<file path="src/rtl/core/dss_pkg.sv">
// Types and codes shared by the two-stack shared-array modules.
package dss_pkg;

	typedef enum logic [1:0] {
		REQ_PUSH  = 2'd0,
		REQ_POP   = 2'd1,
		REQ_PEEK  = 2'd2,
		REQ_CLEAR = 2'd3
	} req_t;

	typedef enum logic [1:0] {
		STAT_OK    = 2'd0,
		STAT_FULL  = 2'd1,
		STAT_EMPTY = 2'd2
	} status_t;

	typedef enum logic {
		ST_IDLE = 1'b0,
		ST_READ = 1'b1
	} state_t;

	localparam int SIZE_BITS = 5;
	localparam int READ_BITS = 32;
	localparam int PUSH_BITS = 32;

	typedef struct packed {
		logic    push_en;
		logic    pop_en;
		logic    clear_en;
		logic    rd_en;
		logic    out_load;
		logic    out_use_ram;
		status_t stat;
	} dss_cmd_t;

	typedef struct packed {
		logic full;
		logic sel_empty;
	} dss_sts_t;

endpackage

</file>
<file path="src/rtl/core/dual_stack_shared_array.sv">
// Two LIFO stacks sharing one slot RAM of SLOTS words: stack one grows up from
// slot 0, stack two grows down from slot SLOTS-1. Push, clear, a rejected push
// and a pop or peek on an empty stack load the response register directly; a pop or
// peek that returns data goes through the registered slot RAM read and ST_READ first.
// Each request gives one response transfer carrying the status, the word read
// and both sizes and flags after the request. The response sits in an output
// register, so the next request is taken while a response waits, unless a
// response is still stalled or ST_READ is active. Slots are not cleared by reset or clear.
module dual_stack_shared_array
	import dss_pkg::*;
#(
	parameter int SLOTS     = 16,
	parameter int WORD_BITS = 32
) (
	input  logic                        clk,
	input  logic                        arst_n,
	input  logic                        req_valid,
	output logic                        req_stall,
	input  logic [1:0]                  req_type,
	input  logic                        stack_sel,
	input  logic signed [PUSH_BITS-1:0] push_value,
	output logic                        rsp_valid,
	input  logic                        rsp_stall,
	output logic [1:0]                  status,
	output logic signed [READ_BITS-1:0] read_value,
	output logic [SIZE_BITS-1:0]        size_one,
	output logic [SIZE_BITS-1:0]        size_two,
	output logic                        empty_one,
	output logic                        empty_two,
	output logic                        all_full
);

	dss_cmd_t cmd;
	dss_sts_t sts;

	dss_ctrl u_ctrl (
		.clk       (clk),
		.arst_n    (arst_n),
		.req_valid (req_valid),
		.req_stall (req_stall),
		.req_type  (req_type),
		.rsp_valid (rsp_valid),
		.rsp_stall (rsp_stall),
		.sts       (sts),
		.cmd       (cmd)
	);

	dss_dp #(
		.SLOTS     (SLOTS),
		.WORD_BITS (WORD_BITS)
	) u_dp (
		.clk        (clk),
		.arst_n     (arst_n),
		.stack_sel  (stack_sel),
		.push_value (push_value),
		.cmd        (cmd),
		.sts        (sts),
		.status     (status),
		.read_value (read_value),
		.size_one   (size_one),
		.size_two   (size_two),
		.empty_one  (empty_one),
		.empty_two  (empty_two),
		.all_full   (all_full)
	);

endmodule

</file>
<file path="src/rtl/core/dss_ram.sv">
// Generic single-write, single-read RAM with registered read data.
module dss_ram #(
	parameter int WIDTH = 32,
	parameter int DEPTH = 16,
	localparam int AW = $clog2(DEPTH)
) (
	input  logic             clk,
	input  logic             wr_en,
	input  logic [AW-1:0]    wr_addr,
	input  logic [WIDTH-1:0] wr_data,
	input  logic             rd_en,
	input  logic [AW-1:0]    rd_addr,
	output logic [WIDTH-1:0] rd_data
);

	logic [WIDTH-1:0] mem_q [DEPTH];
	logic [WIDTH-1:0] rd_data_q;

	always_ff @(posedge clk) begin
		if (wr_en) begin
			mem_q[wr_addr] <= wr_data;
		end
		if (rd_en) begin
			rd_data_q <= mem_q[rd_addr];
		end
	end

	assign rd_data = rd_data_q;

endmodule

</file>
<file path="src/rtl/core/dss_ctrl.sv">
// Request sequencer: decodes requests, issues datapath commands, owns response valid.
module dss_ctrl
	import dss_pkg::*;
(
	input  logic       clk,
	input  logic       arst_n,
	input  logic       req_valid,
	output logic       req_stall,
	input  logic [1:0] req_type,
	output logic       rsp_valid,
	input  logic       rsp_stall,
	input  dss_sts_t   sts,
	output dss_cmd_t   cmd
);

	state_t state_q, state_d;
	logic   rsp_valid_q, rsp_valid_d;
	logic   out_free;
	logic   accept;
	req_t   req;

	assign req      = req_t'(req_type);
	assign out_free = !rsp_valid_q || !rsp_stall;
	assign accept   = (state_q == ST_IDLE) && req_valid && out_free;

	always_comb begin
		state_d = state_q;
		unique case (state_q)
			ST_IDLE: begin
				if (accept && (req == REQ_POP || req == REQ_PEEK) && !sts.sel_empty) begin
					state_d = ST_READ;
				end
			end
			ST_READ: state_d = ST_IDLE;
		endcase
	end

	always_comb begin
		cmd       = '0;
		cmd.stat  = STAT_OK;
		req_stall = 1'b1;
		unique case (state_q)
			ST_IDLE: begin
				req_stall = !out_free;
				if (accept) begin
					unique case (req)
						REQ_PUSH: begin
							cmd.out_load = 1'b1;
							if (sts.full) begin
								cmd.stat = STAT_FULL;
							end else begin
								cmd.push_en = 1'b1;
							end
						end
						REQ_POP, REQ_PEEK: begin
							if (sts.sel_empty) begin
								cmd.stat     = STAT_EMPTY;
								cmd.out_load = 1'b1;
							end else begin
								cmd.rd_en  = 1'b1;
								cmd.pop_en = (req == REQ_POP);
							end
						end
						REQ_CLEAR: begin
							cmd.clear_en = 1'b1;
							cmd.out_load = 1'b1;
						end
					endcase
				end
			end
			ST_READ: begin
				cmd.out_load    = 1'b1;
				cmd.out_use_ram = 1'b1;
			end
		endcase
	end

	always_comb begin
		rsp_valid_d = rsp_valid_q && rsp_stall;
		if (cmd.out_load) begin
			rsp_valid_d = 1'b1;
		end
	end

	always_ff @(posedge clk or negedge arst_n) begin
		if (!arst_n) begin
			state_q     <= ST_IDLE;
			rsp_valid_q <= 1'b0;
		end else begin
			state_q     <= state_d;
			rsp_valid_q <= rsp_valid_d;
		end
	end

	assign rsp_valid = rsp_valid_q;

endmodule

</file>
<file path="src/rtl/core/dss_dp.sv">
// Datapath: stack counters, slot addressing, slot RAM and response register.
module dss_dp
	import dss_pkg::*;
#(
	parameter int SLOTS     = 16,
	parameter int WORD_BITS = 32
) (
	input  logic                 clk,
	input  logic                 arst_n,
	input  logic                 stack_sel,
	input  logic signed [PUSH_BITS-1:0] push_value,
	input  dss_cmd_t             cmd,
	output dss_sts_t             sts,
	output logic [1:0]           status,
	output logic signed [READ_BITS-1:0] read_value,
	output logic [SIZE_BITS-1:0] size_one,
	output logic [SIZE_BITS-1:0] size_two,
	output logic                 empty_one,
	output logic                 empty_two,
	output logic                 all_full
);

	localparam int CNT_W  = $clog2(SLOTS + 1);
	localparam int ADDR_W = $clog2(SLOTS);
	localparam logic [CNT_W:0]   SLOTS_W = (CNT_W + 1)'(SLOTS);
	localparam logic [CNT_W-1:0] SLOTS_C = CNT_W'(SLOTS);

	logic [CNT_W-1:0]     cnt_one_q, cnt_two_q;
	logic [CNT_W-1:0]     cnt_one_d, cnt_two_d;
	logic [CNT_W:0]       held, held_d;
	logic [ADDR_W-1:0]    wr_addr, rd_addr;
	logic [WORD_BITS-1:0] wr_data, rd_data;

	logic [1:0]           status_q;
	logic [READ_BITS-1:0] read_value_q;
	logic [SIZE_BITS-1:0] size_one_q, size_two_q;
	logic                 empty_one_q, empty_two_q, all_full_q;

	assign held          = {1'b0, cnt_one_q} + {1'b0, cnt_two_q};
	assign sts.full      = (held >= SLOTS_W);
	assign sts.sel_empty = stack_sel ? (cnt_two_q == '0) : (cnt_one_q == '0);

	assign wr_addr = stack_sel ? ADDR_W'(SLOTS_C - CNT_W'(1) - cnt_two_q) : ADDR_W'(cnt_one_q);
	assign rd_addr = stack_sel ? ADDR_W'(SLOTS_C - cnt_two_q) : ADDR_W'(cnt_one_q - CNT_W'(1));
	assign wr_data = WORD_BITS'($unsigned(push_value));

	always_comb begin
		cnt_one_d = cnt_one_q;
		cnt_two_d = cnt_two_q;
		priority if (cmd.clear_en) begin
			cnt_one_d = '0;
			cnt_two_d = '0;
		end else if (cmd.push_en) begin
			if (stack_sel) begin
				cnt_two_d = cnt_two_q + CNT_W'(1);
			end else begin
				cnt_one_d = cnt_one_q + CNT_W'(1);
			end
		end else if (cmd.pop_en) begin
			if (stack_sel) begin
				cnt_two_d = cnt_two_q - CNT_W'(1);
			end else begin
				cnt_one_d = cnt_one_q - CNT_W'(1);
			end
		end else begin
			cnt_one_d = cnt_one_q;
			cnt_two_d = cnt_two_q;
		end
	end

	assign held_d = {1'b0, cnt_one_d} + {1'b0, cnt_two_d};

	always_ff @(posedge clk or negedge arst_n) begin
		if (!arst_n) begin
			cnt_one_q <= '0;
			cnt_two_q <= '0;
		end else begin
			cnt_one_q <= cnt_one_d;
			cnt_two_q <= cnt_two_d;
		end
	end

	dss_ram #(
		.WIDTH (WORD_BITS),
		.DEPTH (SLOTS)
	) u_ram (
		.clk     (clk),
		.wr_en   (cmd.push_en),
		.wr_addr (wr_addr),
		.wr_data (wr_data),
		.rd_en   (cmd.rd_en),
		.rd_addr (rd_addr),
		.rd_data (rd_data)
	);

	always_ff @(posedge clk) begin
		if (cmd.out_load) begin
			status_q     <= cmd.stat;
			read_value_q <= cmd.out_use_ram ? READ_BITS'(rd_data) : '0;
			size_one_q   <= SIZE_BITS'(cnt_one_d);
			size_two_q   <= SIZE_BITS'(cnt_two_d);
			empty_one_q  <= (cnt_one_d == '0);
			empty_two_q  <= (cnt_two_d == '0);
			all_full_q   <= (held_d >= SLOTS_W);
		end
	end

	assign status     = status_q;
	assign read_value = read_value_q;
	assign size_one   = size_one_q;
	assign size_two   = size_two_q;
	assign empty_one  = empty_one_q;
	assign empty_two  = empty_two_q;
	assign all_full   = all_full_q;

endmodule

</file>
<file path="config.mk">
export PLATFORM = sky130hd
export DESIGN_NAME = dual_stack_shared_array
export DESIGN_NICKNAME = d
export VERILOG_FILES = /design/src/rtl/core/dss_pkg.sv /design/src/rtl/core/dual_stack_shared_array.sv /design/src/rtl/core/dss_ram.sv /design/src/rtl/core/dss_ctrl.sv /design/src/rtl/core/dss_dp.sv
export SDC_FILE = /design/constraint.sdc
export NUM_CORES = 1
export LEC_CHECK = 0
export ABC_AREA = 1
export BUFFER_PORTS_ARGS = -buffer_cell sky130_fd_sc_hd__buf_2
export CORE_UTILIZATION = 40
export CTS_BUF_LIST = sky130_fd_sc_hd__clkbuf_8
export CTS_CLUSTER_DIAMETER = 80
export DETAILED_ROUTE_END_ITERATION = 7
export SLEW_MARGIN = 20
export SYNTH_ARGS = -nofsm -noshare
export SYNTH_HDL_FRONTEND = slang
export SYNTH_HIERARCHICAL = 1
export SYNTH_SLANG_ARGS = --single-unit
export TNS_END_PERCENT = 1
</file>
<file path="constraint.sdc">
create_clock -name clk -period 7.4 [get_ports clk]
set_input_delay 1.48 -clock clk [delete_from_list [all_inputs] [get_ports clk]]
set_output_delay 1.48 -clock clk [all_outputs]
set_load 0.02 [all_outputs]
</file>
==> results of run 1 <==
worst max path at each step:
stage / slack, ns / endpoint / from / cells after the start
floorplan: 3.29 / u_dp/u_ram/mem_q[12][0] / req_type[1] / 6
global route: 2.77 / u_dp/u_ram/rd_data[3] / stack_sel / 11
CTS: 2.95 / u_dp/u_ram/mem_q[11][27] / u_dp/cnt_one_q[1] / 8
global placement: 2.39 / u_dp/u_ram/rd_data[4] / stack_sel / 11
finish: 2.88 / u_dp/u_ram/rd_data[7] / stack_sel / 11
detailed placement: 2.34 / u_dp/u_ram/rd_data[9] / stack_sel / 11
worst max-delay path: cells and delay by family:
kind                   cells  cell delay [ns]
buffers and inverters      5             2.31
AND/OR/NAND/NOR            5             0.50
AO/OA/AOI/OAI              1             0.48
layout by cell type (no fill, tap or decap), types with 2 or more instances in the layout:
cell type	count
nand2_1	774
edfxtp_1	591
inv_1	482
nand3_1	409
clkbuf_8	104
buf_2	87
clkinv_1	30
buf_4	30
nor2_1	23
nor2_4	17
ha_1	17
clkinv_2	13
dfrtp_1	11
nand2_2	6
inv_2	5
nor2_2	5
a21oi_1	5
o21ai_0	5
bufinv_16	4
nand3_2	3
inv_6	3
clkinvlp_4	2
o21ai_4	2
nand3b_1	2
kinds of logic (layout without fill, tap and decap cells):
group	after synthesis	count (layout)	share of synthesized area [%]
adder cells (fa/ha/maj)	17	17	0.814
AND/OR/NAND/NOR	1243	1243	20.1
flip-flops	603	603	69.1
buffers and inverters	575	764	9.61
other	0	1	0
AO/OA/AOI/OAI	19	19	0.445
power by group:
group,internal (mW),total (mW),switching [mW]
clock,1.44,2.73,1.30
sequential,4.08,4.16,0.0847
combinational,0.903,3.29,2.39
stage by stage:
| stage | power, mW | setup WS, ns | cells | util, % |
|---|---|---|---|---|
| 6_report | 10.2 | 2.88 | 3502 | 45.2 |
| 5_1_grt | 10.8 | 2.77 | 3502 | 45.2 |
| 4_1_cts | 10.3 | 2.95 | 3501 | 45.2 |
| 3_5_place_dp | 7.51 | 2.34 | 3318 | 42.3 |
| 3_3_place_gp | 7.47 | 2.39 | 3318 | 42.3 |
| 2_1_floorplan | 6.59 | 3.29 | 2457 | - |
cell type report:
cell class	count	area [um^2]
diodes	1	2.50
clock buffers	104	1430
clock inverters	79	430
fillers	6013	35300
inverters	462	1750
multi-input cells	1279	5730
flip-flops and latches	603	18000
well taps	855	1070
repair buffers	119	692
sequential cells by signal (all words and copies together) (netlist names), 2 cells and up:
register            cells
u_dp/u_ram/mem_q      512
u_dp/read_value        32
u_dp/u_ram/rd_data     32
u_dp/cnt_one_q          5
u_dp/cnt_two_q          5
u_dp/size_one           5
u_dp/size_two           5
u_dp/status             2
routing by layer:
metal | up-vias | GRT usage [%] | part of all wire, %
met3 | 123 | 3.44 | 7.3
li1 | 8165 | - | -
met2 | 661 | 31.2 | 46
met5 | - | 0 | 0.027
met1 | 8179 | 26.5 | 44
met4 | 2 | 7.73 | 2.8
==> results by group, run 1 <==
Outcome
  – Status: complete, no violations

Place
  – I/O Buffers: 87
  – HPWL Detailed: between 30000 and 40000 um
  – Gp weighted congestion: between 0.8 and 0.9
  – DP Area: 27300 um^2

Critical path
  – Cell mode on critical path: nand3_1
  – Worst r2r dst: u_dp/u_ram/mem_q[14][10]
  – CP Capture Type: register
  – CP Data Arrival Time: ~5.0 ns
  – Startpoint types: input port
  – Worst r2r path cells: 8
  – Setup Crit Path Kind: in2reg
  – Reg-to-reg setup timing slack: around 3.3 ns
  – WP data required: between 7 and 8 ns
  – CP max-delay cell: inv_6
  – Worst stage delay on the critical path: about 0.8 ns
  – Worst R2R Start: u_dp/cnt_one_q[1]
  – CP Cell Sequence: buf_2, inv_2, a21oi_1, inv_6, inv_6, buf_4, nand2_1, nand3_1, nand3_1, nand3_1, nand2_1
  – Crit Path Max Fanout: 116

Logic synthesis
  – Synth async-reset ratio: approximately 2.0%
  – Distinct cell type count after synthesis: 33
  – Syn_area_per_cell: 10.6 um^2
  – Top FF cell, synth: edfxtp_1
  – Synth Warn #: 6
  – Commonest cells post-synth: 775 x nand2_1, 591 x edfxtp_1, 454 x inv_1, 409 x nand3_1
  – Post-synthesis register bit count: 603
  – Share of the synthesized area in the top cell type: between 60% and 70%
  – Mapped Area: around 26000 um^2
  – Leading area contributor after synthesis: edfxtp_1
  – Top-count cell post-synth: nand2_1
  – Post-synth EDFFs: a little under 600
  – Syn_nets: between 2000 and 3000
  – Post-Syn Instances: 2457
  – Synth area leaders: edfxtp_1 68%, nand2_1 11%, nand3_1 7.8%
  – Sequential fraction of the synthesis area: 69.1%

Layout
  – Area growth syn-to-layout: 11.6%
  – Final instance area: 29200 um^2
  – Nets@finish: 2620
  – Share of layout cells above drive strength 1: a little over a tenth

Timing
  – Fin. Hold Viols: 0
  – Final period util: between 60% and 70%
  – Slew Viols, Final: 0
  – Worst-Margin Slew: 1.07 ns
  – Min Clock Period, post-route: approximately 4.5 ns
  – Max Clock Skew: 0.0227 ns
  – Peak Freq: 221 MHz
  – Rel. slew slack: between 20 and 30%
  – Unrepaired setup endpoints after global routing: false
  – Final setup TNS: 0 ns
  – Final Setup Violations: 0
  – Hold_ws: 0.506 ns

Drt
  – Pre-Repair DR Iteration Count: 5
  – Post-Route WL: roughly 64000 um
  – 1st-iter DRT viols: about 1600
  – Post-route DRC: 0
  – DR vias: roughly 17000
  – WL per Instance: between 15 and 20 um
  – Detail Route Antenna Nets: 0
  – Vias per cell: approximately 4.9

Global route
  – Initial antenna violation count: 2
  – First-pass GRT wire length: about 99000 um
  – Total grt overflow: 0
  – Largest net degree at the start of global routing: approximately 120
  – Vias in the first global route: ~17000
  – Total track usage: about a fifth

Worst hold path
  – Worst Hold Path EP: u_dp/read_value[11]
  – Number of cells on the worst hold path: 2
  – Worst Hold Launch: u_dp/u_ram/rd_data[11]
  – Hold WC Path Type: reg2reg

Pwr
  – Power per cell area: between 300 and 400 nW/um^2
  – Peak supply drop: 366 uV
  – Leakage: between 10 and 15 nW

Floorplanning
  – CORE AREA: roughly 64000 um^2
  – I/O pin count: 88
  – Die area: 66400 um^2
  – Starting density of the core: around two fifths
  – Die Wd: 258 um
  – Die Ht: around 260 um
  – Std-Cell Rows: 93

Clocking
  – CTS Hold Bufs: 0
  – Cells resized by post-CTS repair: 0
  – CTS Buf Count: 99
  – Worst-Skew Late Latency: just under 0.7 ns
  – CTS H-tree depth: 3
  – CTS tree: built
  – Root Driver: clkbuf_8
  – Clock slew at reported path FFs: roughly 0.060 ns
  – Clock Tree Buf Depth: 3
  – CTS Sinks: 603
  – Setup bufs post-CTS: 0

Run
  – Max-capacitance violation count: 0
Power figures use the tool's default switching activity.
==> run 2: changes to the inputs <==
--- a/config.mk
+++ b/config.mk
@@ -5,7 +5,7 @@
 export SDC_FILE = /design/constraint.sdc
 export NUM_CORES = 1
 export LEC_CHECK = 0
-export ABC_AREA = 1
+export ABC_AREA = 0
 export BUFFER_PORTS_ARGS = -buffer_cell sky130_fd_sc_hd__buf_2
 export CORE_UTILIZATION = 40
 export CTS_BUF_LIST = sky130_fd_sc_hd__clkbuf_8
==> constraint.sdc (replaced) <==
create_clock -name clk -period 4.65 [get_ports clk]
set_input_delay 0.93 -clock clk [delete_from_list [all_inputs] [get_ports clk]]
set_output_delay 0.93 -clock clk [all_outputs]
set_load 0.02 [all_outputs]
==> run 2 against run 1 <==
Against the previous run: global-route usage is 2.1 points lower; largest cell class unchanged; clock power is 52% higher; die area is 11% lower; via count is 36% lower; synthesized cell count is 57% lower; register-to-register slack worse by 2.6 ns; first-iteration DRC count is 47% lower; non-clock buffer count is 8 higher; area after synthesis is 12% lower; routed wire length is 22% lower.
==> results by group, run 2 <==
Global route
  – Largest net degree at the start of global routing: 93 (-21%)
  – Initial antenna violation count: 5 (+3)
  – Total grt overflow: 0 (unchanged)
  – Vias in the first global route: 11700 (-31%)
  – First-pass GRT wire length: 74900 um (-24%)
  – Total track usage: 17.4% (-2.1 points)

Pwr
  – Tot Pwr: 15.4 mW (+51%)
  – Leakage: 8.79 nW (-31%)
  – Peak supply drop: 374 uV (+2.3%)
  – Clk pwr share: 26.9% (about the same)
  – Power per cell area: 579 nW/um^2 (+66%)
  – Net Sw Frac: 31.7% (-5.3 points)
  – Internal Power: 10.5 mW (+64%)
  – Sequential share of power: 43.8% (+2.9 points)
  – Switch Pwr: 4.87 mW (+29%)
  – Combinational share of power: 29.3% (-3.0 points)

Layout
  – Number of flip-flops in the largest register: 512 (unchanged)
  – Share of layout cells above drive strength 1: 32.0% (+21 points)
  – Area growth syn-to-layout: 14.8%
  – Storage element area: 18000 um^2 (about the same)
  – Most frequent cells in the layout: 591 x edfxtp_1, 128 x mux4_2, 97 x clkbuf_8
  – Final instance area: 26500 um^2 (-9.0%)
  – Nets@finish: 1292 (-51%)
  – Fillcell total: 4743 (-21%)
  – Multi-input gate area: 4920 um^2 (-14%)
  – Antenna Cells: 0 (-1)
  – Top reg by flops: u_dp/u_ram/mem_q
  – Commonest non-fill, non-tap cell in the layout: edfxtp_1

Place
  – Gp weighted congestion: 0.768 (-9.2%)
  – Pre-CTS setup slack: 0.539 ns (-1.80 ns)
  – DP Area: 24800 um^2 (-9.2%)
  – HPWL Detailed: 26700 um (-19%)
  – I/O Buffers: 87 (unchanged)

Clocking
  – CTS tree: built
  – CTS Sinks: 603 (unchanged)
  – Cells resized by post-CTS repair: 0 (unchanged)
  – Clock slew at reported path FFs: 0.06 ns (about the same)
  – Worst-Skew Late Latency: 0.67 ns (about the same)
  – Setup bufs post-CTS: 0 (unchanged)
  – Clock Tree Buf Depth: 3 (unchanged)
  – CTS Buf Count: 97 (-2.0%)
  – CTS Hold Bufs: 0 (unchanged)
  – CTS H-tree depth: 3 (unchanged)
  – Root Driver: clkbuf_8

Drt
  – DR vias: 11000 (-36%)
  – Post-route DRC: 0 (unchanged)
  – Met2 Wirelength: 24400 um (-18%)
  – DR top layer: met5
  – Vias per cell: 5.34 (+9.1%)
  – WL met3: 2790 um (-40%)
  – 1st-iter DRT viols: 861 (-47%)
  – Met1 WL: 21900 um (-22%)
  – Post-Route WL: 50000 um (-22%)
  – Detail Route Antenna Nets: 0 (unchanged)
  – Pre-Repair DR Iteration Count: 7 (+2)
  – WL per Instance: 24.2 um (+32%)

Timing
  – Hold_ws: 0.132 ns (-0.374 ns)
  – Rel. slew slack: 43.5% (+15 points)
  – Final period util: approximately 84%
  – Unrepaired setup endpoints after global routing: false
  – Max Clock Skew: 0.0309 ns (+0.00815 ns)
  – Fin. Hold Viols: 0 (unchanged)
  – Worst-Margin Slew: 0.845 ns (-0.226 ns)
  – Min setup slack post-route: 0.725 ns (-2.15 ns)
  – Final Setup Violations: 0 (unchanged)
  – Peak Freq: about 250 MHz
  – Slew Viols, Final: 0 (unchanged)
  – Final setup TNS: 0 ns (unchanged)
  – Min Clock Period, post-route: 3.92 ns

Outcome
  – Status: complete, no violations

Critical path
  – Startpoint types: register
  – CP Capture Type: register
  – Crit Path Max Fanout: 6 (-95%)
  – Setup Crit Path Kind: reg2reg
  – WP data required: 5.05 ns (-2.78 ns)
  – CP Data Arrival Time: 4.33 ns (-0.62 ns)

Logic synthesis
  – Top-count cell post-synth: edfxtp_1
  – Synth async-reset ratio: 1.99% (unchanged)
  – Mapped Area: 23100 um^2 (-12%)
  – Commonest cells post-synth: 591 x edfxtp_1, 128 x mux4_2, 64 x a22oi_1, 38 x nand2_1, 34 x and2_1
  – Top FF cell, synth: edfxtp_1
  – Share of the synthesized area in the top cell type: 76.8% (+8.9 points)
  – Synth Warn #: 6 (unchanged)
  – Syn_area_per_cell: 21.7 um^2 (+100%)
  – Synth area leaders: edfxtp_1 77%, mux4_2 12%, a22oi_1 2.1%
  – Post-Syn Instances: 1065 (-57%)
  – Syn_nets: 1121 (-55%)
  – Leading area contributor after synthesis: edfxtp_1
  – Post-synth EDFFs: 591 (unchanged)
  – Post-synthesis register bit count: 603 (unchanged)
  – Sequential fraction of the synthesis area: 78.1% (+9.0 points)
  – Distinct cell type count after synthesis: 61 (+85%)

Floorplanning
  – CORE AREA: 56700 um^2 (-12%)
  – Starting density of the core: 40.8% (+0.22 points)
  – I/O pin count: 88 (unchanged)
  – Die area: 58800 um^2 (-11%)
  – Die Ht: 242 um (-5.9%)
  – Die Wd: 242 um (-5.9%)
  – Std-Cell Rows: 87 (-6.5%)

Worst hold path
  – Hold WC Path Type: in2async

Run
  – Max-capacitance violation count: 0 (unchanged)
## run 2: changes by cell type in the layout (fill, tap and decap cells not counted), sizes merged, moves of 6 or more
cell,previous run,this run
nor2,45,28
mux2,0,6
buf,119,127
a22oi,0,64
nor2b,0,8
nand3,412,5
mux4,0,128
nand2,781,38
clkbuf,104,97
and2,0,34
clkinv,44,36
inv,491,47
## run 2: per-stage QoR
stage / util (%) / instances
floorplan: - / 1065
finish: 46.8 / 2069
global placement: 43.7 / 1893
detailed placement: 43.7 / 1893
global route: 46.8 / 2069
CTS: 46.8 / 2069
## run 2: cell families (layout without fill, tap and decap cells)
group	after synthesis	count (layout)	synth area share, %
flops	603	603	78.1
simple gates	149	149	3.59
mux	135	135	12.9
compound gates	89	89	2.90
buf+inv	66	314	1.41
fa+ha+maj	17	17	0.920
xor+xnor	6	6	0.227
## run 2: critical path, stage by stage, from the launching register on
cell and delay (ns):
dfrtp_1 0.46, inv_1 0.15, ha_1 0.28, and4bb_1 0.22, a32o_1 0.29, nor4b_2 0.27, buf_4 0.18, or3b_1 0.35
o22ai_1 0.17, mux2_2 0.40, ha_1 0.34, a2111oi_0 0.42, nand3_1 0.14
## run 2: per-layer routing
metal | GRT usage (%) | vias to the layer above
met5 | 0 | -
met2 | 28.0 | 313
li1 | - | 4790
met3 | 3.56 | 75
met4 | 5.70 | 8
met1 | 23.8 | 5854
## run 2: final cells by class
class	instances	area share, %
tap	756	3.56
multi-input combinational	396	18.5
inverter	11	0.165
clock inverter	79	1.60
timing repair buffer	127	3.10
sequential	603	68.0
clock buffer	97	5.03
## run 2: path summary, 6_finish.rpt
check	startpoint	to	slack, ns	cells past startpoint
max in group asynchronous	arst_n	u_ctrl/rsp_valid	4.28	1
hold / removal	arst_n	u_dp/cnt_two_q[3]	0.13	1
min in group clk	u_dp/u_ram/rd_data[12]	u_dp/read_value[12]	0.52	1
setup reg to reg	u_dp/cnt_two_q[0]	u_dp/all_full	0.73	12
setup / recovery	u_dp/cnt_two_q[0]	u_dp/all_full	0.73	12
hold reg to reg	u_dp/u_ram/rd_data[12]	u_dp/read_value[12]	0.52	1
## run 2: power groups by stage
| stage | combinational (mW) | sequential, mW | clock (mW) |
|---|---|---|---|
| finish | 4.51 | 6.73 | 4.14 |
| global route | 4.88 | 6.77 | 4.49 |
| CTS | 4.62 | 6.74 | 4.27 |
| detailed placement | 4.60 | 6.84 | 0 |
| global placement | 4.58 | 6.84 | 0 |
| floorplan | 2.91 | 7.00 | 0 |
==> run 3: changes to the inputs <==
==> constraint.sdc (replaced) <==
create_clock -name clk -period 3.2 [get_ports clk]
set_input_delay 0.64 -clock clk [delete_from_list [all_inputs] [get_ports clk]]
set_output_delay 0.64 -clock clk [all_outputs]
set_load 0.02 [all_outputs]
==> run 3 against run 2 <==
Against the previous run: the run now ends with negative setup slack left; critical path depth grew 3; critical path type unchanged; first-iteration DRC count shrank 17%; power grew 54%; largest power group unchanged; sequential share of layout area shrank 3.1 points; non-clock buffer count grew 87; via count grew 1.8%; global-route usage is essentially flat; utilization grew 2.2 points; routed wire length shrank 0.56%; sequential power grew 44%; register-to-register slack lost 0.88 ns; setup slack lost 0.88 ns.
==> results by group, run 3 (synthesis gave the netlist of run 2 again) <==
Outcome
  – Status: finished with violations
  – Violated checks: negative setup slack

Critical path
  – Worst r2r path cells: 15 (+3)
  – Worst r2r dst: u_dp/all_full
  – Startpoint types: register
  – WP data required: 3.74 ns (-1.31 ns)
  – Crit Path Max Fanout: 7 (+1)
  – CP Capture Type: register
  – Reg-to-reg setup timing slack: -0.15 ns (-0.88 ns)
  – Worst R2R Start: u_dp/cnt_one_q[1]
  – Setup Crit Path Kind: reg2reg
  – CP Data Arrival Time: 3.89 ns (-0.44 ns)

Worst hold path
  – Worst Hold Path EP: u_dp/u_ram/mem_q[10][10]
  – Number of cells on the worst hold path: 1
  – Worst Hold Launch: push_value[10]
  – Hold WC Path Type: in2reg

Run
  – Max-capacitance violation count: 0 (unchanged)

Floorplanning
  – CORE AREA: 56700 um^2 (unchanged)
  – Die area: 58800 um^2 (unchanged)
  – Starting density of the core: 40.8% (unchanged)
  – Std-Cell Rows: 87 (unchanged)
  – Die Wd: 242 um (unchanged)
  – Die Ht: 242 um (unchanged)
  – I/O pin count: 88 (unchanged)

Place
  – Pre-CTS setup slack: -0.398 ns (-0.937 ns)
  – DP Area: 25900 um^2 (+4.5%)
  – I/O Buffers: 87 (unchanged)
  – Placed Instances: 1977 (+4.4%)
  – Gp weighted congestion: 0.793 (+3.2%)
  – HPWL Detailed: 29400 um (+9.9%)

Layout
  – Most frequent cells in the layout: 591 x edfxtp_1, 128 x mux4_2, 99 x clkbuf_8
  – Number of flip-flops in the largest register: 512 (unchanged)
  – Top reg by flops: u_dp/u_ram/mem_q
  – Commonest non-fill, non-tap cell in the layout: edfxtp_1
  – Nets@finish: 1380 (+6.8%)
  – Final instance area: 27800 um^2 (+4.8%)
  – Non-filler cells, final: 2163 (+4.5%)
  – Fillcell total: 4614 (-2.7%)
  – Finished Core Util: 49.0% (+2.2 points)
  – Area growth syn-to-layout: 20.3%
  – Share of layout cells above drive strength 1: 36.2% (+4.2 points)

Global route
  – First-pass GRT wire length: 75700 um (+1.1%)
  – Total track usage: 17.4% (about the same)
  – Initial antenna violation count: 3 (-2)
  – Largest net degree at the start of global routing: 35 (-62%)
  – Vias in the first global route: 12200 (+3.8%)
  – Total grt overflow: 0 (unchanged)

Timing
  – Hold_ws: 0.324 ns (+0.192 ns)
  – Worst-Margin Slew: 0.815 ns (-0.0304 ns)
  – Fin. Hold Viols: 0 (unchanged)
  – Peak Freq: 298 MHz (+17%)
  – Final period util: 105% (+20 points)
  – Final Setup Violations: 1 (+1)
  – Min Clock Period, post-route: 3.35 ns (-0.575 ns)
  – Min setup slack post-route: -0.150 ns (-0.875 ns)
  – Rel. slew slack: 45.1% (+1.6 points)
  – Unrepaired setup endpoints after global routing: true
  – Max Clock Skew: 0.0314 ns (+0.000502 ns)
  – Slew Viols, Final: 0 (unchanged)
  – Final setup TNS: -0.150 ns (-0.150 ns)

Pwr
  – Internal Power: 16.3 mW (+55%)
  – Clk pwr share: 26.1% (-0.8 points)
  – Power per cell area: 850 nW/um^2 (+47%)
  – Sequential share of power: 41.1% (-2.7 points)
  – Peak supply drop: 439 uV (+17%)
  – Switch Pwr: 7.37 mW (+51%)
  – Combinational share of power: 32.9% (+3.6 points)
  – Tot Pwr: 23.6 mW (+54%)
  – Net Sw Frac: 31.2% (-0.50 points)
  – Leakage: 9.40 nW (+7.0%)

Drt
  – Met1 WL: 21200 um (-3.1%)
  – Post-route DRC: 0 (unchanged)
  – DR vias: 11200 (+1.8%)
  – Pre-Repair DR Iteration Count: 5 (-2)
  – WL per Instance: 23.0 um (-4.9%)
  – Met2 Wirelength: 24900 um (+2.1%)
  – 1st-iter DRT viols: 713 (-17%)
  – DR top layer: met5
  – Detail Route Antenna Nets: 0 (unchanged)
  – Post-Route WL: 49700 um (-0.56%)
  – Vias per cell: 5.19 (-2.7%)
  – WL met3: 2660 um (-4.8%)

Clocking
  – CTS tree: built
  – Worst-Skew Late Latency: 0.69 ns (+0.02 ns)
  – CTS Sinks: 603 (unchanged)
  – CTS Buf Count: 98 (+1.0%)
  – Clock slew at reported path FFs: 0.06 ns (about the same)
  – CTS H-tree depth: 3 (unchanged)
  – Root Driver: clkbuf_8
  – Clock Tree Buf Depth: 3 (unchanged)
## run 3: cell count changes in the layout (fill, tap and decap cells not counted), moves of 3 or more
| cell | change |
|---|---|
| clkinvlp_4 | -3 |
| nor3_2 | -4 |
| clkinv_1 | +8 |
| nor3_4 | +4 |
| buf_12 | +37 |
| clkinv_2 | -4 |
| buf_4 | +47 |
## run 3: power by group through the flow
| stage | registers [mW] | clock network (mW) | logic (mW) |
|---|---|---|---|
| after floorplan | 10.2 | 0 | 4.26 |
| after global placement | 9.85 | 0 | 7.74 |
| after detailed placement | 9.86 | 0 | 7.77 |
| after CTS | 9.71 | 6.36 | 7.87 |
| after global routing | 9.75 | 6.69 | 8.37 |
| final | 9.70 | 6.15 | 7.76 |
## run 3: worst max path at each step
| stage | startpoint | to | slack [ns] | cells after the start |
|---|---|---|---|---|
| 6_report | u_dp/cnt_one_q[1] | u_dp/all_full | -0.15 | 15 |
| 2_1_floorplan | u_dp/cnt_two_q[1] | u_dp/u_ram/mem_q[14][0] | -0.51 | 8 |
| 5_1_grt | u_dp/cnt_one_q[1] | u_dp/all_full | -0.30 | 15 |
| 3_5_place_dp | stack_sel | u_dp/all_full | -0.40 | 10 |
| 3_3_place_gp | stack_sel | u_dp/all_full | -0.37 | 10 |
| 4_1_cts | u_dp/cnt_two_q[1] | u_dp/all_full | -0.19 | 15 |
## run 3: area by class of cell
class                   instances  area, um^2  share of cell area (%)
repair buffers                214        1950                    7.01
diodes                          1        2.50                 0.00900
clock inverters                83         447                    1.61
inverters                      11        43.8                   0.158
multi-input cells             396        5000                    18.0
flip-flops and latches        603       18000                    64.9
well taps                     756         946                    3.40
clock buffers                  99        1360                    4.90
## run 3: per-layer routing
metal	track usage, %	up-vias
li1	-	4974
met1	22.9	5898
met2	29.0	278
met3	3.54	83
met4	5.47	2
met5	0	-
## run 3: worst max-delay path, stage by stage (launching register included)
cell     delay, ns
dfrtp_1       0.41
ha_4          0.26
a31oi_4       0.13
nor2b_1       0.06
o21ai_1       0.13
nand2_1       0.09
nor4b_2       0.22
buf_4         0.18
and2b_1       0.22
a32oi_1       0.25
mux2_4        0.34
ha_4          0.28
buf_6         0.09
nand3_2       0.04
or4_1         0.41
nand3_1       0.09
## run 3: timing repair
action / 4_1_cts / 5_1_grt
endpoints found under the hold margin: 12 / 0
pin swaps: 2 / 1
hold buffers: 1 / 0
setup endpoints to repair: 32 / 31
buffers inserted: 2 / 0
resized for setup: 8 / 4
